**config.mk**
```make
export PLATFORM = sky130hd
export DESIGN_NAME = radix_number_token_parser_flat
export DESIGN_NICKNAME = d
export VERILOG_FILES = /design/src/hdl/rntp_pkg.sv /design/src/hdl/rntp_char_if.sv /design/src/hdl/rntp_result_if.sv /design/src/hdl/rntp_cfg_if.sv /design/src/hdl/radix_number_token_parser.sv /design/src/flat_wrapper.sv
export SDC_FILE = /design/constraint.sdc
export NUM_CORES = 1
export LEC_CHECK = 0
export BUFFER_PORTS_ARGS = -buffer_cell sky130_fd_sc_hd__buf_2
export CAP_MARGIN = 20
export CORE_ASPECT_RATIO = 0.7
export CORE_UTILIZATION = 60
export DETAILED_ROUTE_END_ITERATION = 10
export PLACE_DENSITY = 0.8
export SYNTH_ARGS = -nofsm -noshare
export SYNTH_HDL_FRONTEND = slang
export SYNTH_SLANG_ARGS = --single-unit
```
**constraint.sdc**
```tcl
create_clock -name clk -period 9.2 [get_ports clk]
set_input_delay 1.84 -clock clk [delete_from_list [all_inputs] [get_ports clk]]
set_output_delay 1.84 -clock clk [all_outputs]
set_load 0.02 [all_outputs]
```
**src/hdl/rntp_pkg.sv**
```systemverilog
`timescale 1ns / 1ps
// ----------------------------------------------------------------------------
// Radix number token parser package
// Widths, character codes, register indexes, status codes and the hex digit
// decoder shared by the channel interfaces and the parser.
// ----------------------------------------------------------------------------
package rntp_pkg;

    localparam int VALUE_BITS     = 32;
    localparam int CHAR_BITS      = 8;
    localparam int CNT_BITS       = 6;
    localparam int BASE_BITS      = 5;
    localparam int DIGIT_BITS     = 5;
    localparam int CFG_INDEX_BITS = 2;
    localparam int CFG_DATA_BITS  = 6;

    localparam logic [CHAR_BITS-1:0] CH_CR    = 8'd13;
    localparam logic [CHAR_BITS-1:0] CH_SPACE = 8'd32;

    localparam logic [BASE_BITS-1:0] BASE_MIN   = 5'd2;
    localparam logic [BASE_BITS-1:0] BASE_MAX   = 5'd16;
    localparam logic [BASE_BITS-1:0] BASE_RESET = 5'd10;

    localparam logic [CNT_BITS-1:0] MAXD_LIMIT = 6'd32;
    localparam logic [CNT_BITS-1:0] MAXD_RESET = 6'd10;

    localparam logic [CFG_INDEX_BITS-1:0] CFG_NUMBER_BASE = 2'd0;
    localparam logic [CFG_INDEX_BITS-1:0] CFG_MAX_DIGITS  = 2'd1;

    localparam logic [DIGIT_BITS-1:0] DIGIT_NONE = 5'd16;

    typedef enum logic [2:0] {
        ST_OK       = 3'd0,
        ST_EMPTY    = 3'd1,
        ST_NON_HEX  = 3'd2,
        ST_BASE     = 3'd3,
        ST_TOO_LONG = 3'd4
    } status_t;

    // Map a character to its hex digit value, DIGIT_NONE when not a hex digit.
    function automatic logic [DIGIT_BITS-1:0] hex_value(input logic [CHAR_BITS-1:0] c);
        logic [DIGIT_BITS-1:0] d;
        d = DIGIT_NONE;
        if (c inside {[8'h30:8'h39]})
        begin
            d = DIGIT_BITS'(c - 8'h30);
        end
        else if (c inside {[8'h41:8'h46]})
        begin
            d = DIGIT_BITS'(c - 8'h41 + 8'd10);
        end
        else if (c inside {[8'h61:8'h66]})
        begin
            d = DIGIT_BITS'(c - 8'h61 + 8'd10);
        end
        return d;
    endfunction

endpackage

```
**src/hdl/rntp_char_if.sv**
```systemverilog
`timescale 1ns / 1ps
// ----------------------------------------------------------------------------
// Character channel
// Valid/ready channel carrying one received character per word.
// ----------------------------------------------------------------------------
interface rntp_char_if;
    import rntp_pkg::*;

    logic                 valid;
    logic                 ready;
    logic [CHAR_BITS-1:0] char_in;

    modport source (output valid, output char_in, input ready);
    modport sink   (input valid, input char_in, output ready);
endinterface

```
**src/hdl/rntp_result_if.sv**
```systemverilog
`timescale 1ns / 1ps
// ----------------------------------------------------------------------------
// Result channel
// Valid/ready channel carrying one parsed token result per word.
// ----------------------------------------------------------------------------
interface rntp_result_if;
    import rntp_pkg::*;

    logic                  valid;
    logic                  ready;
    status_t               status;
    logic [VALUE_BITS-1:0] number_value;
    logic [CNT_BITS-1:0]   digit_count;
    logic                  ended_by_cr;

    modport source (output valid, output status, output number_value,
                    output digit_count, output ended_by_cr, input ready);
    modport sink   (input valid, input status, input number_value,
                    input digit_count, input ended_by_cr, output ready);
endinterface

```
**src/hdl/rntp_cfg_if.sv**
```systemverilog
`timescale 1ns / 1ps
// ----------------------------------------------------------------------------
// Configuration write channel
// Valid/ready channel carrying a register index and write data per word.
// ----------------------------------------------------------------------------
interface rntp_cfg_if;
    import rntp_pkg::*;

    logic                      valid;
    logic                      ready;
    logic [CFG_INDEX_BITS-1:0] index;
    logic [CFG_DATA_BITS-1:0]  data;

    modport source (output valid, output index, output data, input ready);
    modport sink   (input valid, input index, input data, output ready);
endinterface

```
**src/hdl/radix_number_token_parser.sv**
```systemverilog
`timescale 1ns / 1ps
// ----------------------------------------------------------------------------
// Radix number token parser
// Parses a stream of ASCII characters into numbers of a configured base.
// ----------------------------------------------------------------------------
// Channels: chars takes one character per word, results gives one word per
// finished token, error character or empty CR line (status, value, digit
// count, ended by CR), cfg writes the base (index 0, clamped to 2..16) and
// the digit limit (index 1, clamped to 32). Leading spaces produce no word; a
// digit updates the running value as value*base + digit, wrapping at 32 bits.
// Path: a character word passes through the input register, then through the
// digit decode and 32x5 multiply-add into the result register.
// Throughput: one character per cycle while no result is held, set by the
// combinational multiply-add.
// Reset: base 10, digit limit 10, skipping spaces, no word held.
// Stall: a held result keeps its word; the input register still takes one
// more character, then chars drops ready until results is taken.
// Configuration is taken in every cycle and must only be written while idle.
// ----------------------------------------------------------------------------
module radix_number_token_parser (
    input  logic         clk,
    input  logic         rst_n,
    rntp_cfg_if.sink     cfg,
    rntp_char_if.sink    chars,
    rntp_result_if.source results
);
    import rntp_pkg::*;

    logic [BASE_BITS-1:0]  base_reg;
    logic [CNT_BITS-1:0]   limit_reg;

    logic                  in_valid_reg;
    logic [CHAR_BITS-1:0]  char_reg;

    logic                  in_token_reg, in_token_next;
    logic [VALUE_BITS-1:0] running_reg, running_next;
    logic [CNT_BITS-1:0]   digits_reg, digits_next;

    logic                  out_valid_reg;
    status_t               status_reg, status_next;
    logic [VALUE_BITS-1:0] value_reg, value_next;
    logic [CNT_BITS-1:0]   count_reg, count_next;
    logic                  cr_reg, cr_next;

    logic                  advance;
    logic                  emit;
    logic [DIGIT_BITS-1:0] digit;
    logic [VALUE_BITS+BASE_BITS-1:0] product;

    assign cfg.ready   = 1'b1;
    assign advance     = in_valid_reg && (!out_valid_reg || results.ready);
    assign chars.ready = !in_valid_reg || advance;

    assign digit   = hex_value(char_reg);
    assign product = running_reg * base_reg;

    always_comb
    begin
        emit          = 1'b0;
        status_next   = ST_OK;
        value_next    = '0;
        count_next    = '0;
        cr_next       = 1'b0;
        in_token_next = in_token_reg;
        running_next  = running_reg;
        digits_next   = digits_reg;
        if (char_reg == CH_SPACE || char_reg == CH_CR)
        begin
            if (in_token_reg)
            begin
                emit       = 1'b1;
                value_next = running_reg;
                count_next = digits_reg;
                cr_next    = (char_reg == CH_CR);
            end
            else if (char_reg == CH_CR)
            begin
                emit        = 1'b1;
                status_next = ST_EMPTY;
                cr_next     = 1'b1;
            end
        end
        else if (digit[DIGIT_BITS-1])
        begin
            emit        = 1'b1;
            status_next = ST_NON_HEX;
            count_next  = digits_reg;
        end
        else if (digit >= base_reg)
        begin
            emit        = 1'b1;
            status_next = ST_BASE;
            count_next  = digits_reg;
        end
        else if (digits_reg >= limit_reg)
        begin
            emit        = 1'b1;
            status_next = ST_TOO_LONG;
            count_next  = limit_reg + CNT_BITS'(1);
        end
        else
        begin
            in_token_next = 1'b1;
            running_next  = product[VALUE_BITS-1:0] + VALUE_BITS'(digit);
            digits_next   = digits_reg + CNT_BITS'(1);
        end
        if (emit)
        begin
            in_token_next = 1'b0;
            running_next  = '0;
            digits_next   = '0;
        end
    end

    always_ff @(posedge clk or negedge rst_n)
    begin
        if (!rst_n)
        begin
            base_reg  <= BASE_RESET;
            limit_reg <= MAXD_RESET;
        end
        else if (cfg.valid)
        begin
            if (cfg.index == CFG_NUMBER_BASE)
            begin
                if (cfg.data[BASE_BITS-1:0] < BASE_MIN)
                begin
                    base_reg <= BASE_MIN;
                end
                else if (cfg.data[BASE_BITS-1:0] > BASE_MAX)
                begin
                    base_reg <= BASE_MAX;
                end
                else
                begin
                    base_reg <= cfg.data[BASE_BITS-1:0];
                end
            end
            else if (cfg.index == CFG_MAX_DIGITS)
            begin
                limit_reg <= (cfg.data > MAXD_LIMIT) ? MAXD_LIMIT : cfg.data;
            end
        end
    end

    always_ff @(posedge clk or negedge rst_n)
    begin
        if (!rst_n)
        begin
            in_valid_reg  <= 1'b0;
            in_token_reg  <= 1'b0;
            running_reg   <= '0;
            digits_reg    <= '0;
            out_valid_reg <= 1'b0;
        end
        else
        begin
            if (chars.ready)
            begin
                in_valid_reg <= chars.valid;
            end
            if (advance)
            begin
                in_token_reg <= in_token_next;
                running_reg  <= running_next;
                digits_reg   <= digits_next;
            end
            if (advance && emit)
            begin
                out_valid_reg <= 1'b1;
            end
            else if (results.ready)
            begin
                out_valid_reg <= 1'b0;
            end
        end
    end

    always_ff @(posedge clk)
    begin
        if (chars.valid && chars.ready)
        begin
            char_reg <= chars.char_in;
        end
        if (advance && emit)
        begin
            status_reg <= status_next;
            value_reg  <= value_next;
            count_reg  <= count_next;
            cr_reg     <= cr_next;
        end
    end

    assign results.valid        = out_valid_reg;
    assign results.status       = status_reg;
    assign results.number_value = value_reg;
    assign results.digit_count  = count_reg;
    assign results.ended_by_cr  = cr_reg;

    // idle means no digits and a cleared accumulator
    a_idle_clear: assert property (@(posedge clk) disable iff (!rst_n)
        !in_token_reg |-> (digits_reg == '0 && running_reg == '0))
        else $error("idle parser holds stale digits");

    a_token_digits: assert property (@(posedge clk) disable iff (!rst_n)
        in_token_reg |-> (digits_reg != '0 && digits_reg <= limit_reg))
        else $error("token digit count out of range");

    a_err_value: assert property (@(posedge clk) disable iff (!rst_n)
        (results.valid && results.status != ST_OK) |->
            (results.number_value == '0 && !(results.ended_by_cr &&
             results.status != ST_EMPTY)))
        else $error("error result carries value or CR flag");

    a_ok_count: assert property (@(posedge clk) disable iff (!rst_n)
        (advance && emit && status_next == ST_OK) |=>
            (results.valid && results.digit_count != '0))
        else $error("ok result without digits");

endmodule
```
**src/flat_wrapper.sv**
```systemverilog
// flat-port wrapper written by rule: the top's interface ports become plain ports
module radix_number_token_parser_flat import rntp_pkg::*;
  (clk, rst_n, cfg_valid, cfg_index, cfg_data, cfg_ready, chars_valid, chars_char_in, chars_ready, results_valid, results_status, results_number_value, results_digit_count, results_ended_by_cr, results_ready);
  rntp_cfg_if cfg_i ();
  rntp_char_if chars_i ();
  rntp_result_if results_i ();
  input  logic clk;
  input  logic rst_n;
  input wire logic [$bits(cfg_i.valid)-1:0] cfg_valid;
  input wire logic [$bits(cfg_i.index)-1:0] cfg_index;
  input wire logic [$bits(cfg_i.data)-1:0] cfg_data;
  output wire logic [$bits(cfg_i.ready)-1:0] cfg_ready;
  input wire logic [$bits(chars_i.valid)-1:0] chars_valid;
  input wire logic [$bits(chars_i.char_in)-1:0] chars_char_in;
  output wire logic [$bits(chars_i.ready)-1:0] chars_ready;
  output wire logic [$bits(results_i.valid)-1:0] results_valid;
  output wire logic [$bits(results_i.status)-1:0] results_status;
  output wire logic [$bits(results_i.number_value)-1:0] results_number_value;
  output wire logic [$bits(results_i.digit_count)-1:0] results_digit_count;
  output wire logic [$bits(results_i.ended_by_cr)-1:0] results_ended_by_cr;
  input wire logic [$bits(results_i.ready)-1:0] results_ready;
  assign cfg_i.valid = cfg_valid;
  assign cfg_i.index = cfg_index;
  assign cfg_i.data = cfg_data;
  assign cfg_ready = cfg_i.ready;
  assign chars_i.valid = chars_valid;
  assign chars_i.char_in = chars_char_in;
  assign chars_ready = chars_i.ready;
  assign results_valid = results_i.valid;
  assign results_status = results_i.status;
  assign results_number_value = results_i.number_value;
  assign results_digit_count = results_i.digit_count;
  assign results_ended_by_cr = results_i.ended_by_cr;
  assign results_i.ready = results_ready;
  radix_number_token_parser u_core (.clk(clk), .rst_n(rst_n), .cfg(cfg_i), .chars(chars_i), .results(results_i));
endmodule
```
==> impl_metrics.tcl <==
set metrics [dict create \
    crit_path_max_incr_delay_ns 0.58 \
    hp-class "flop to flop" \
    nNetsFinal 1144 \
    leakagePower_nw 4.82 \
    cts_tree "built" \
    fin_crit_ns 5.36 \
    critPathKind "flop to flop" \
    ys_warn_count 0 \
    ys_types 53 \
    cts_hold_buf 0 \
    synth_cells 904 \
    antenna_left 0 \
    status "complete, no violations" \
    relSlewSlack_pct 51.9 \
    synth_nets 1089 \
    start_kind "flop" \
    setup.worst_path.end_class "flop" \
    clock_sinks 102 \
    hold_viol 0 \
    num_vias 6549 \
    drt-initial-drc-count 422 \
    coreArea_sq_mm 0.0141 \
    rsz0062_at_grt "no" \
    clk_pin_slew_ns 0.08 \
    final_cell_mix "153 x nand2_1, 98 x and2_1, 87 x inv_1, 87 x fa_1, 77 x ha_1" \
    final_common_cell "nand2_1" \
    grtUsageTotal_pct 26.4 \
    initial_utilization_pct 62.6 \
    avgViaCountPerCell 5.68 \
    grt_max_degree 53 \
    worstMarginPinSlew_ns 0.717 \
    routedWlPerCell_microns 16.3 \
    clock_path_buffers 2 \
    htree_levels 3 \
    die_height_microns 104 \
    fill_cells 1120 \
    synth_top_family_by_area "adder cells" \
    clock.fmax_ghz 0.186 \
    crit_required_ns 9.45 \
    setup_viol 0 \
    slew_viol_final 0 \
    ys_ff_latch 102 \
    ir_drop_mv 0.0833 \
    die_w_microns 147 \
    cp_data_arrival_time_ns 5.61 \
    powerDensity_mw_per_mm2 110 \
    muxShareOfSynthArea_pct 0.254 \
    dp_hpwl_mm 13.5 \
    post-route-period-util_pct 58.3 \
    worst-path-buf-inv 3 \
    cts_resized 0 \
    gp_congestion 0.851 \
    synth-compound-area-share_pct 10.2 \
    drive_gt1_share_pct 10.8 \
    first_pass_iters 5 \
    num_io_pins 66 \
    area_growth_pct 9.38 \
    clk_latency_ns 0.36 \
    cp_top_family "adder cells" \
    synthAdderAreaFrac_pct 30.5 \
    drv_cap 0 \
    cts_buffers 9 \
    avgSynthCellArea_sq_um 9.80 \
    totalNegativeSetupSlack_ns 0 \
    crit_chain "inv_1 -> ha_1 -> nand2b_1 -> o211ai_1 -> nor2_1 -> nor2_1 -> inv_1 -> fa_1 -> fa_1 -> fa_1 -> inv_1 -> ha_1 -> a211oi_1 -> o21ai_0 -> o2111ai_1 -> a211o_2 -> a31oi_1 -> or4_1 -> a31oi_1 -> xnor2_1 -> o21ai_2" \
    synth_ff_type "edfxtp_1" \
    grt_pass1_vias 6438 \
    antenna_found_initial 0 \
    wl_mm 18.8 \
    syn-cell-area_sq_mm 0.00885 \
    grt_pass1_wl_mm 32.2 \
    num_antenna_cells 0 \
    dp.cells 1136 \
    synth_xor_area_share_pct 3.76 \
    synth_edf_count 50 \
    placementRows 36 \
    ys_seq_area_share_pct 31.7 \
    synthSimpleGateAreaFrac_pct 18.5 \
    cts_setup_buffers 0 \
    finClkSkew_ns 0.00540 \
    slowest_stage "fa_1" \
    portBuffers 64 \
    cp_max_fo 6 \
    drc 0 \
    final_cells 1154 \
    cts-root-buf "clkbuf_16" \
    die-area_sq_mm 0.0153 \
    ys_async_sr_fraction_pct 51.0 \
    grt_overflow_total 0 \
]
## synth_stat cells, types with 2 or more instances
cell / n / area [sq um]
o211ai_1: 3 / 22.5
fa_1: 87 / 1740
nand3_1: 12 / 60.1
edfxtp_1: 50 / 1500
nand4_1: 4 / 25.0
ha_1: 77 / 963
o21a_1: 4 / 30.0
mux2_2: 2 / 22.5
or2_2: 2 / 12.5
o22ai_1: 2 / 12.5
clkbuf_1: 26 / 97.6
a21o_1: 12 / 90.1
nor2_1: 26 / 97.6
a31oi_1: 4 / 25.0
nand2b_1: 18 / 113
a22o_1: 9 / 78.8
nand2_1: 153 / 574
a211oi_1: 3 / 22.5
and2_1: 98 / 613
o21ai_0: 60 / 300
and3_1: 4 / 25.0
o21bai_1: 5 / 37.5
nand3b_1: 3 / 22.5
nor4_1: 2 / 12.5
dfrtp_1: 48 / 1200
inv_1: 87 / 327
xor2_1: 16 / 140
dfstp_2: 4 / 105
nor3_1: 9 / 45.0
a32o_1: 2 / 20.0
a21oi_1: 27 / 135
o31ai_1: 3 / 22.5
xnor2_1: 22 / 193
## worst register-to-register path, cell delays in order, from the launching register on
cell and delay [ns]:
edfxtp_1 0.48, inv_1 0.10, ha_1 0.16, nand2b_1 0.07, o211ai_1 0.34, nor2_1 0.12
nor2_1 0.26, inv_1 0.12, fa_1 0.58, fa_1 0.44, fa_1 0.58, inv_1 0.05
ha_1 0.24, a211oi_1 0.28, o21ai_0 0.17, o2111ai_1 0.15, a211o_2 0.17, a31oi_1 0.11
or4_1 0.41, a31oi_1 0.20, xnor2_1 0.15, o21ai_2 0.06
## metrics by stage
stage	util [%]	hold WS, ns	total power, mW	setup WS (ns)	area (sq um)
detailed placement	66.2	0.489	0.692	3.81	9370
floorplan	-	0.450	0.635	4.36	8850
global route	68.5	0.523	1.11	3.45	9690
finish	68.5	0.497	1.07	3.84	9690
global placement	66.2	0.464	0.690	4.00	9370
CTS	68.3	0.505	1.07	3.79	9660
## worst paths after layout
kind                       slack (ns)                 from                     end  cells after the start
hold reg to reg                  0.50  u_core.limit_reg[3]     u_core.limit_reg[3]                      2
hold / removal                   0.50  u_core.limit_reg[3]     u_core.limit_reg[3]                      2
setup reg to reg                 3.84   u_core.char_reg[0]  u_core.running_reg[31]                     21
setup / recovery                 3.84   u_core.char_reg[0]  u_core.running_reg[31]                     21
min in group asynchronous        1.60                rst_n   u_core.running_reg[2]                      2
max in group asynchronous        7.11                rst_n  u_core.running_reg[26]                      2
## power by group
| group | leakage, nW | internal, mW | total, mW | switching (mW) |
|---|---|---|---|---|
| Clock | 0.142 | 0.191 | 0.382 | 0.191 |
| Sequential | 1.20 | 0.512 | 0.543 | 0.0301 |
| Combinational | 3.48 | 0.0460 | 0.145 | 0.0992 |
| Total | 4.82 | 0.750 | 1.07 | 0.321 |
## area by class of cell
| class | count | area (sq um) | share of cell area [%] |
|---|---|---|---|
| Inverter | 87 | 327 | 3.37 |
| Tap cell | 190 | 238 | 2.45 |
| Multi-Input combinational cell | 686 | 5620 | 58.0 |
| Clock buffer | 9 | 225 | 2.33 |
| Clock inverter | 7 | 63.8 | 0.659 |
| Sequential cell | 102 | 2810 | 29.0 |
| Timing Repair Buffer | 73 | 403 | 4.16 |
## per-layer routing
metal | wire, microns | track usage (%) | up-vias
met2 | 8110 | 39.2 | 203
met1 | 9310 | 40.9 | 3239
met4 | 181 | 5.08 | 0
li1 | - | - | 3091
met5 | 0 | 0 | -
met3 | 1170 | 4.19 | 16
## logic make-up (layout without fill, tap and decap cells)
| group | Yosys count | count (layout) |
|---|---|---|
| simple gates | 336 | 336 |
| xor+xnor | 38 | 38 |
| buf+inv | 116 | 176 |
| other cells | 1 | 1 |
| fa+ha+maj | 164 | 164 |
| flops | 102 | 102 |
| mux | 2 | 2 |
| compound gates | 145 | 145 |
Note: power is estimated with default switching activity, not from simulation.
